### src/hdl/zie_pkg.sv
`timescale 1ns / 1ps
// ----------------------------------------------------------------------------
// Z-machine instruction encoder package
// Shared types, codes and sizes for the encoder lanes, merge and output stage.
// ----------------------------------------------------------------------------
package zie_pkg;

  // Operand slots carried by one request word
  localparam int MAX_OPERANDS = 4;
  localparam int NUM_LANES    = 4;
  localparam int CNT_W        = 3;

  // Longest encoding: opcode, type byte, four large constants
  localparam int MAX_BYTES = 2 + 2 * NUM_LANES;
  localparam int FRAME_W   = 8 * MAX_BYTES;
  localparam int LEN_W     = $clog2(MAX_BYTES + 1);

  // Input word layout
  localparam int S_TDATA_W = 80;
  localparam int S_TUSER_W = 2;

  // Form selector
  typedef enum logic [1:0] {
    FORM_ONE  = 2'd0,
    FORM_TWO  = 2'd1,
    FORM_VAR  = 2'd2,
    FORM_NONE = 2'd3
  } form_t;

  // Operand type codes as they appear in the type byte
  typedef enum logic [1:0] {
    KIND_LARGE = 2'd0,
    KIND_SMALL = 2'd1,
    KIND_VAR   = 2'd2,
    KIND_OMIT  = 2'd3
  } kind_t;

  // Per-operand classification from one lane
  typedef struct packed {
    kind_t       kind;
    logic        big;     // value does not fit in a byte
    logic [1:0]  nbytes;  // operand bytes when emitted
    logic [15:0] bytes;   // first emitted byte in the low half
  } lane_res_t;

  // One encoded instruction, byte 0 in the low bits
  typedef struct packed {
    logic [LEN_W-1:0]   len;
    logic [FRAME_W-1:0] bytes;
  } frame_t;

endpackage

### src/hdl/zmachine_instruction_encoder_core.sv
`timescale 1ns / 1ps
// ----------------------------------------------------------------------------
// Z-machine instruction encoder core
// Four operand lanes classify the operands in parallel, a merge stage packs
// the encoding, and a serializer streams it out one byte per word.
// ----------------------------------------------------------------------------
// The request passes the waiting, in-flight and output registers before m_tvalid.
// Throughput: one output byte per cycle while m_tready is high; an instruction
//   of n bytes (2 to 10) takes n words, and the next request is taken while it is sent.
// Requests with form 3 are accepted and produce no bytes.
// Reset: synchronous, active high; clears all valid flags, nothing in flight.
// ----------------------------------------------------------------------------
module zmachine_instruction_encoder_core (
  input  logic                            clk,
  input  logic                            rst,
  input  logic                            s_tvalid,
  output logic                            s_tready,
  // [7:0] opcode_bits, [10:8] operand_count, [26:11] operand_a,
  // [42:27] operand_b, [58:43] operand_c, [74:59] operand_d,
  // [75] a_is_variable, [76] b_is_variable, [77] c_is_variable,
  // [78] d_is_variable, [79] zero
  input  logic [zie_pkg::S_TDATA_W-1:0]   s_tdata,
  input  logic [zie_pkg::S_TUSER_W-1:0]   s_tuser,  // [1:0] form
  output logic                            m_tvalid,
  input  logic                            m_tready,
  output logic [7:0]                      m_tdata,  // [7:0] code_byte
  output logic                            m_tlast   // last_byte
);
  import zie_pkg::*;

  logic [15:0]          opnd     [NUM_LANES];
  logic [NUM_LANES-1:0] lane_var;
  lane_res_t            lanes    [NUM_LANES];
  frame_t               frame;
  form_t                form;

  // Unpack the request word
  assign form = form_t'(s_tuser[1:0]);
  always_comb begin
    for (int i = 0; i < NUM_LANES; i++) begin
      opnd[i]     = s_tdata[11 + 16*i +: 16];
      lane_var[i] = s_tdata[75 + i];
    end
  end

  // Operand lanes
  for (genvar g = 0; g < NUM_LANES; g++) begin : g_lane
    zie_lane u_lane (
      .value  (opnd[g]),
      .is_var (lane_var[g]),
      .res    (lanes[g])
    );
  end

  // Form decode and byte packing
  zie_merge u_merge (
    .form          (form),
    .opcode_bits   (s_tdata[7:0]),
    .operand_count (s_tdata[10:8]),
    .lanes         (lanes),
    .lane_var      (lane_var),
    .frame         (frame)
  );

  // Output stream
  zie_serializer u_ser (
    .clk      (clk),
    .rst      (rst),
    .in_valid (s_tvalid),
    .in_ready (s_tready),
    .in_frame (frame),
    .m_tvalid (m_tvalid),
    .m_tready (m_tready),
    .m_tdata  (m_tdata),
    .m_tlast  (m_tlast)
  );

endmodule

### src/hdl/zie_lane.sv
`timescale 1ns / 1ps
// ----------------------------------------------------------------------------
// Encoder operand lane
// Classifies one operand and lays out the bytes it would emit.
// ----------------------------------------------------------------------------
module zie_lane (
  input  logic                [15:0] value,
  input  logic                       is_var,
  output zie_pkg::lane_res_t         res
);
  import zie_pkg::*;

  logic big;

  assign big = (value[15:8] != 8'd0);

  // Variable flag wins; otherwise the value size picks small or large
  always_comb begin
    res.big = big;
    if (is_var) begin
      res.kind   = KIND_VAR;
      res.nbytes = 2'd1;
      res.bytes  = {8'd0, value[7:0]};
    end else if (big) begin
      res.kind   = KIND_LARGE;
      res.nbytes = 2'd2;
      res.bytes  = {value[7:0], value[15:8]};  // high byte goes first
    end else begin
      res.kind   = KIND_SMALL;
      res.nbytes = 2'd1;
      res.bytes  = {8'd0, value[7:0]};
    end
  end

endmodule

### src/hdl/zie_merge.sv
`timescale 1ns / 1ps
// ----------------------------------------------------------------------------
// Encoder merge stage
// Picks the instruction form and packs opcode, type byte and lane bytes.
// ----------------------------------------------------------------------------
module zie_merge (
  input  zie_pkg::form_t                   form,
  input  logic                       [7:0] opcode_bits,
  input  logic      [zie_pkg::CNT_W-1:0]   operand_count,
  input  zie_pkg::lane_res_t               lanes [zie_pkg::NUM_LANES],
  input  logic [zie_pkg::NUM_LANES-1:0]    lane_var,
  output zie_pkg::frame_t                  frame
);
  import zie_pkg::*;

  localparam int SH_W = $clog2(FRAME_W);

  logic [CNT_W-1:0]     cnt_sat;
  logic [NUM_LANES-1:0] en;
  logic                 has_type;
  logic                 any_big;
  logic [7:0]           hdr;
  logic [7:0]           tbyte;
  logic [LEN_W-1:0]     off;
  logic [FRAME_W-1:0]   vec;

  assign any_big = lanes[0].big | lanes[1].big;
  assign cnt_sat = (operand_count > CNT_W'(MAX_OPERANDS)) ? CNT_W'(MAX_OPERANDS)
                                                           : operand_count;

  // Form decode: opcode byte, lane enables, type byte presence
  always_comb begin
    hdr      = 8'd0;
    en       = '0;
    has_type = 1'b0;
    unique case (form)
      FORM_ONE: begin
        hdr = {2'b10, lanes[0].kind, opcode_bits[3:0]};
        en  = NUM_LANES'(1);
      end
      FORM_TWO: begin
        en = NUM_LANES'(3);
        if (any_big) begin
          hdr      = {3'b110, opcode_bits[4:0]};
          has_type = 1'b1;
        end else begin
          hdr = {1'b0, lane_var[0], lane_var[1], opcode_bits[4:0]};
        end
      end
      FORM_VAR: begin
        hdr      = {2'b11, (opcode_bits[7:6] != 2'b00), opcode_bits[4:0]};
        has_type = 1'b1;
        for (int i = 0; i < NUM_LANES; i++) begin
          en[i] = (CNT_W'(i) < cnt_sat);
        end
      end
      FORM_NONE: begin
        hdr = 8'd0;
      end
      default: begin
        hdr = 8'd0;
      end
    endcase
  end

  // Type byte, slot 0 in the top bits; disabled slots are omitted
  always_comb begin
    for (int i = 0; i < NUM_LANES; i++) begin
      tbyte[7-2*i -: 2] = en[i] ? lanes[i].kind : KIND_OMIT;
    end
  end

  // Pack lane bytes behind the opcode and type byte
  always_comb begin
    vec = FRAME_W'(hdr);
    if (has_type) begin
      vec = vec | (FRAME_W'(tbyte) << 8);
    end
    off = has_type ? LEN_W'(2) : LEN_W'(1);
    for (int i = 0; i < NUM_LANES; i++) begin
      if (en[i]) begin
        vec = vec | (FRAME_W'(lanes[i].bytes) << {SH_W'(off), 3'b000});
        off = off + LEN_W'(lanes[i].nbytes);
      end
    end
    frame.bytes = vec;
    frame.len   = (form == FORM_NONE) ? LEN_W'(0) : off;
  end

endmodule

### src/hdl/zie_serializer.sv
`timescale 1ns / 1ps
// ----------------------------------------------------------------------------
// Encoder byte serializer
// Holds one encoded frame in waiting and one in flight, and sends bytes
// through a registered output word with tlast on the final byte.
// ----------------------------------------------------------------------------
module zie_serializer (
  input  logic            clk,
  input  logic            rst,
  input  logic            in_valid,
  output logic            in_ready,
  input  zie_pkg::frame_t in_frame,
  output logic            m_tvalid,
  input  logic            m_tready,
  output logic [7:0]      m_tdata,   // [7:0] code_byte
  output logic            m_tlast    // last_byte
);
  import zie_pkg::*;

  // Waiting frame
  logic               pv;
  logic [FRAME_W-1:0] pbytes;
  logic [LEN_W-1:0]   plen;
  // Frame in flight
  logic               cv;
  logic [FRAME_W-1:0] cbytes;
  logic [LEN_W-1:0]   crem;

  logic out_load, emit, cur_done, cur_free, take_p, keep_in;

  assign out_load = !m_tvalid || m_tready;
  assign emit     = cv && out_load;
  assign cur_done = emit && (crem == LEN_W'(1));
  assign cur_free = !cv || cur_done;
  assign take_p   = pv && cur_free;
  assign in_ready = !pv || take_p;
  // Frames with no bytes are dropped at the door
  assign keep_in  = in_valid && in_ready && (in_frame.len != '0);

  // Control
  always_ff @(posedge clk) begin
    if (rst) begin
      pv       <= 1'b0;
      cv       <= 1'b0;
      m_tvalid <= 1'b0;
    end else begin
      pv <= keep_in || (pv && !take_p);
      if (take_p) begin
        cv <= 1'b1;
      end else if (cur_done) begin
        cv <= 1'b0;
      end
      if (emit) begin
        m_tvalid <= 1'b1;
      end else if (m_tready) begin
        m_tvalid <= 1'b0;
      end
    end
  end

  // Payload
  always_ff @(posedge clk) begin
    if (keep_in) begin
      pbytes <= in_frame.bytes;
      plen   <= in_frame.len;
    end
    if (take_p) begin
      cbytes <= pbytes;
      crem   <= plen;
    end else if (emit) begin
      cbytes <= cbytes >> 8;
      crem   <= crem - LEN_W'(1);
    end
    if (emit) begin
      m_tdata <= cbytes[7:0];
      m_tlast <= (crem == LEN_W'(1));
    end
  end

endmodule

### config.mk
export PLATFORM = sky130hd
export DESIGN_NAME = zmachine_instruction_encoder_core
export DESIGN_NICKNAME = d
export VERILOG_FILES = /design/src/hdl/zie_pkg.sv /design/src/hdl/zmachine_instruction_encoder_core.sv /design/src/hdl/zie_lane.sv /design/src/hdl/zie_merge.sv /design/src/hdl/zie_serializer.sv
export SDC_FILE = /design/constraint.sdc
export NUM_CORES = 1
export LEC_CHECK = 0
export ABC_AREA = 1
export CORE_MARGIN = 2
export CORE_UTILIZATION = 50
export CTS_BUF_LIST = sky130_fd_sc_hd__clkbuf_4
export CTS_CLUSTER_DIAMETER = 100
export CTS_CLUSTER_SIZE = 8
export DETAILED_ROUTE_END_ITERATION = 10
export DONT_BUFFER_PORTS = 1
export PLACE_DENSITY = 0.68
export SETUP_SLACK_MARGIN = 0.02
export SYNTH_ARGS = -nofsm -noshare
export SYNTH_HDL_FRONTEND = slang
export SYNTH_SLANG_ARGS = --single-unit
### constraint.sdc
create_clock -name clk -period 8.2 [get_ports clk]
set_input_delay 1.23 -clock clk [delete_from_list [all_inputs] [get_ports clk]]
set_output_delay 1.23 -clock clk [all_outputs]
set_load 0.1 [all_outputs]
==> metrics <==
placer congestion estimate around 1.1; grt total ovfl 0; Critical Path End Type register; std cell rows between 50 and 60; status finished clean; Power, Total 0.00258 W; Fmax 144 MHz; FF+latch count, synth 180; syn_nets approximately 1.4k; drc violations 0; Clock Latency Late Sink about 0.57 ns; Hold Fails Final Rpt 0; Tot GR Track Use about 28%; Synth cell types 48; FILL cells slightly above 2k; min Tclk post-route between 6 and 7 ns; post-synthesis adder-cell area fraction ~2.1%; CTS HTree Levels 4; fin nets between 1k and 1.5k; CTS max path bufs 2; CTS Hold Bufs 0; CTS Root Cell clkbuf_4; HP Class reg -> reg; sequential area share after synthesis between 40% and 50%; Core Footprint 0.0218 sq mm; pwr/cell area 221 mW/mm^2; leading area contributor after synthesis edfxtp_1; Max Transition Viols Final 0; largest net degree at the start of global routing 85; antenna violations before repair 4; Mean Syn Cell Area 8.87 sq um; compound-gate portion of the synthesized area 14.4%; top cells by area, synth edfxtp_1 (48%), nand2_1 (10%), mux2_2 (7.3%); TNS Setup 0 ns; Critical Path AT 7.24 ns; DRC marker count from the first detailed-route iteration just under 1k; Max Cap Viol 0; Syn-to-layout area delta 4.84%; top post-synthesis cells by count nand2_1 (302), edfxtp_1 (177), nor2_1 (131), inv_1 (85), o21ai_0 (82); synth warn 0; Starting Density 50.9%; Reg clk slew, reported paths 0.14 ns; Multi-input gate area 0.00507 sq mm; post-synthesis mux area share around 7.3%; Simple-Gate Fraction of Synth Area 21.5%; Critical Path Fanout Max 30; peak supply drop 0.0901 mV; vias in the first global route 8159; CP Launch Type input port; Mapped Area 0.0111 sq mm; Clock Skew 0.0386 ns; Post-DP HPWL 25100 um; CTS sink cnt 180; largest family of logic cells by synthesized area simple AND/OR/NAND/NOR gates; Pleak between 4 and 5 nW; share of the synthesized area in the top cell type 47.8%; Worst-Margin Slew 1.09 ns; wire length of the first global-routing pass 49300 um; cts bufs inserted 17; register area 0.00538 sq mm; number of I/O pins 97; XOR/XNOR share of the synthesized area 0.158%; RSZ-0062 raised after global routing no; post-route ant nets 0; total number of vias 9106; post-synthesis instance total 1252; fin crit share roughly 85%; PortBufs 0; DIE HEIGHT 153 um; top-count cell post-synth nand2_1; layout cell share with drive strength beyond 1 around 14%; drt first pass iters 6; CTS resizes 0; postcts setup bufs 0; slew margin rel. 27.1%; Post-Route WL 33200 um; WP data required 8.48 ns; DIE AREA ~0.023 sq mm; routed len/inst approximately 22 um; critical path class in -> reg; Main synth FF type edfxtp_1; CTS tree yes; Post-synth EDFFs 177; worst hold slack ~0.44 ns; Vias per Instance approximately 6; Die X-Extent 153 um; Finish-stage setup viols 0; ys async rst share 0%
power breakdown:
| group | switching, W | total, W | leakage [nW] | internal [W] |
|---|---|---|---|---|
| Clock | 0.000290 | 0.000554 | 0.179 | 0.000264 |
| Sequential | 0.0000714 | 0.00130 | 1.71 | 0.00123 |
| Combinational | 0.000517 | 0.000728 | 2.54 | 0.000211 |
worst paths after layout:
kind | startpoint | endpoint | slack, ns | depth (start not counted)
setup reg to reg | u_ser.m_tvalid$_SDFFE_PP0P_ | u_ser.pbytes[52]$_DFFE_PP_ | 4.29 | 8
hold reg to reg | u_ser.cbytes[5]$_DFFE_PP_ | u_ser.m_tdata[5]$_DFFE_PP_ | 0.44 | 0
hold / removal | u_ser.cbytes[5]$_DFFE_PP_ | u_ser.m_tdata[5]$_DFFE_PP_ | 0.44 | 0
setup / recovery | s_tdata[22] | u_ser.pbytes[52]$_DFFE_PP_ | 1.24 | 28
cell usage in the layout, fill, tap and decap left out, drive strengths merged, types with 17 or more instances in the layout:
cell type	n
edfxtp	177
nand2	320
nor2	142
nand3	53
mux2	72
o22ai	17
nor3	18
a21oi	36
inv	101
clkbuf	22
o21ai	122
a22oi	44
per-layer routing:
metal | GRT usage, % | wire (um) | vias up
li1 | - | - | 4314
met1 | 39.2 | 14200 | 4308
met2 | 43.6 | 15000 | 424
met3 | 4.99 | 2590 | 60
met4 | 11.3 | 1320 | 0
met5 | 0 | 0 | -
cells by family (layout without fill, tap and decap cells):
group	count (synthesis)	count (layout)
fa+ha+maj	17	17
flops	180	180
mux	72	72
compound gates	265	265
simple gates	548	548
other cells	0	2
buf+inv	168	150
xor+xnor	2	2
final cells by class:
type	count	share of cell area (%)
clock buffer	22	1.42
inverter	104	3.40
tap	280	3.01
timing repair buffer	14	1.01
multi-input combinational	904	43.5
clock inverter	10	1.47
antenna	2	0.0430
sequential	180	46.1
per-stage QoR:
stage | utilization, % | instances | area [sq um] | setup WS (ns)
6_report | 53.4 | 1516 | 11600 | 1.24
5_1_grt | 53.4 | 1515 | 11600 | 0.899
4_1_cts | 53.4 | 1514 | 11600 | 1.33
3_5_place_dp | 51.8 | 1482 | 11300 | 0.734
3_3_place_gp | 51.8 | 1482 | 11300 | 0.820
2_1_floorplan | - | 1252 | 11100 | 0.389
state kept, by name, indices dropped and copies added (netlist names):
register and flops:
u_ser.cbytes 80, u_ser.pbytes 80, u_ser.m_tdata 8, u_ser.crem 4
u_ser.plen 4, u_ser.cv 1, u_ser.m_tlast 1, u_ser.m_tvalid 1
u_ser.pv 1
critical path, stage by stage:
cell and delay (ns):
nor2_1 0.14, nand2_2 0.12, nor2_8 0.18, nor2_8 0.06
inv_1 0.33, ha_1 0.23, ha_1 0.22, or2_1 0.24
nand2_1 0.12, fa_1 0.41, or2_2 0.31, nand2_1 0.09
clkinv_1 0.38, fa_1 0.66, nand2_1 0.06, nand2_2 0.16
inv_2 0.05, ha_1 0.27, nand2_1 0.05, a21oi_1 0.18
inv_1 0.07, nor2_1 0.10, nand2_1 0.05, nand3_1 0.12
nand2_1 0.15, nand2_1 0.15, clkinvlp_4 0.59, buf_4 0.48
Power figures use the tool's default switching activity.
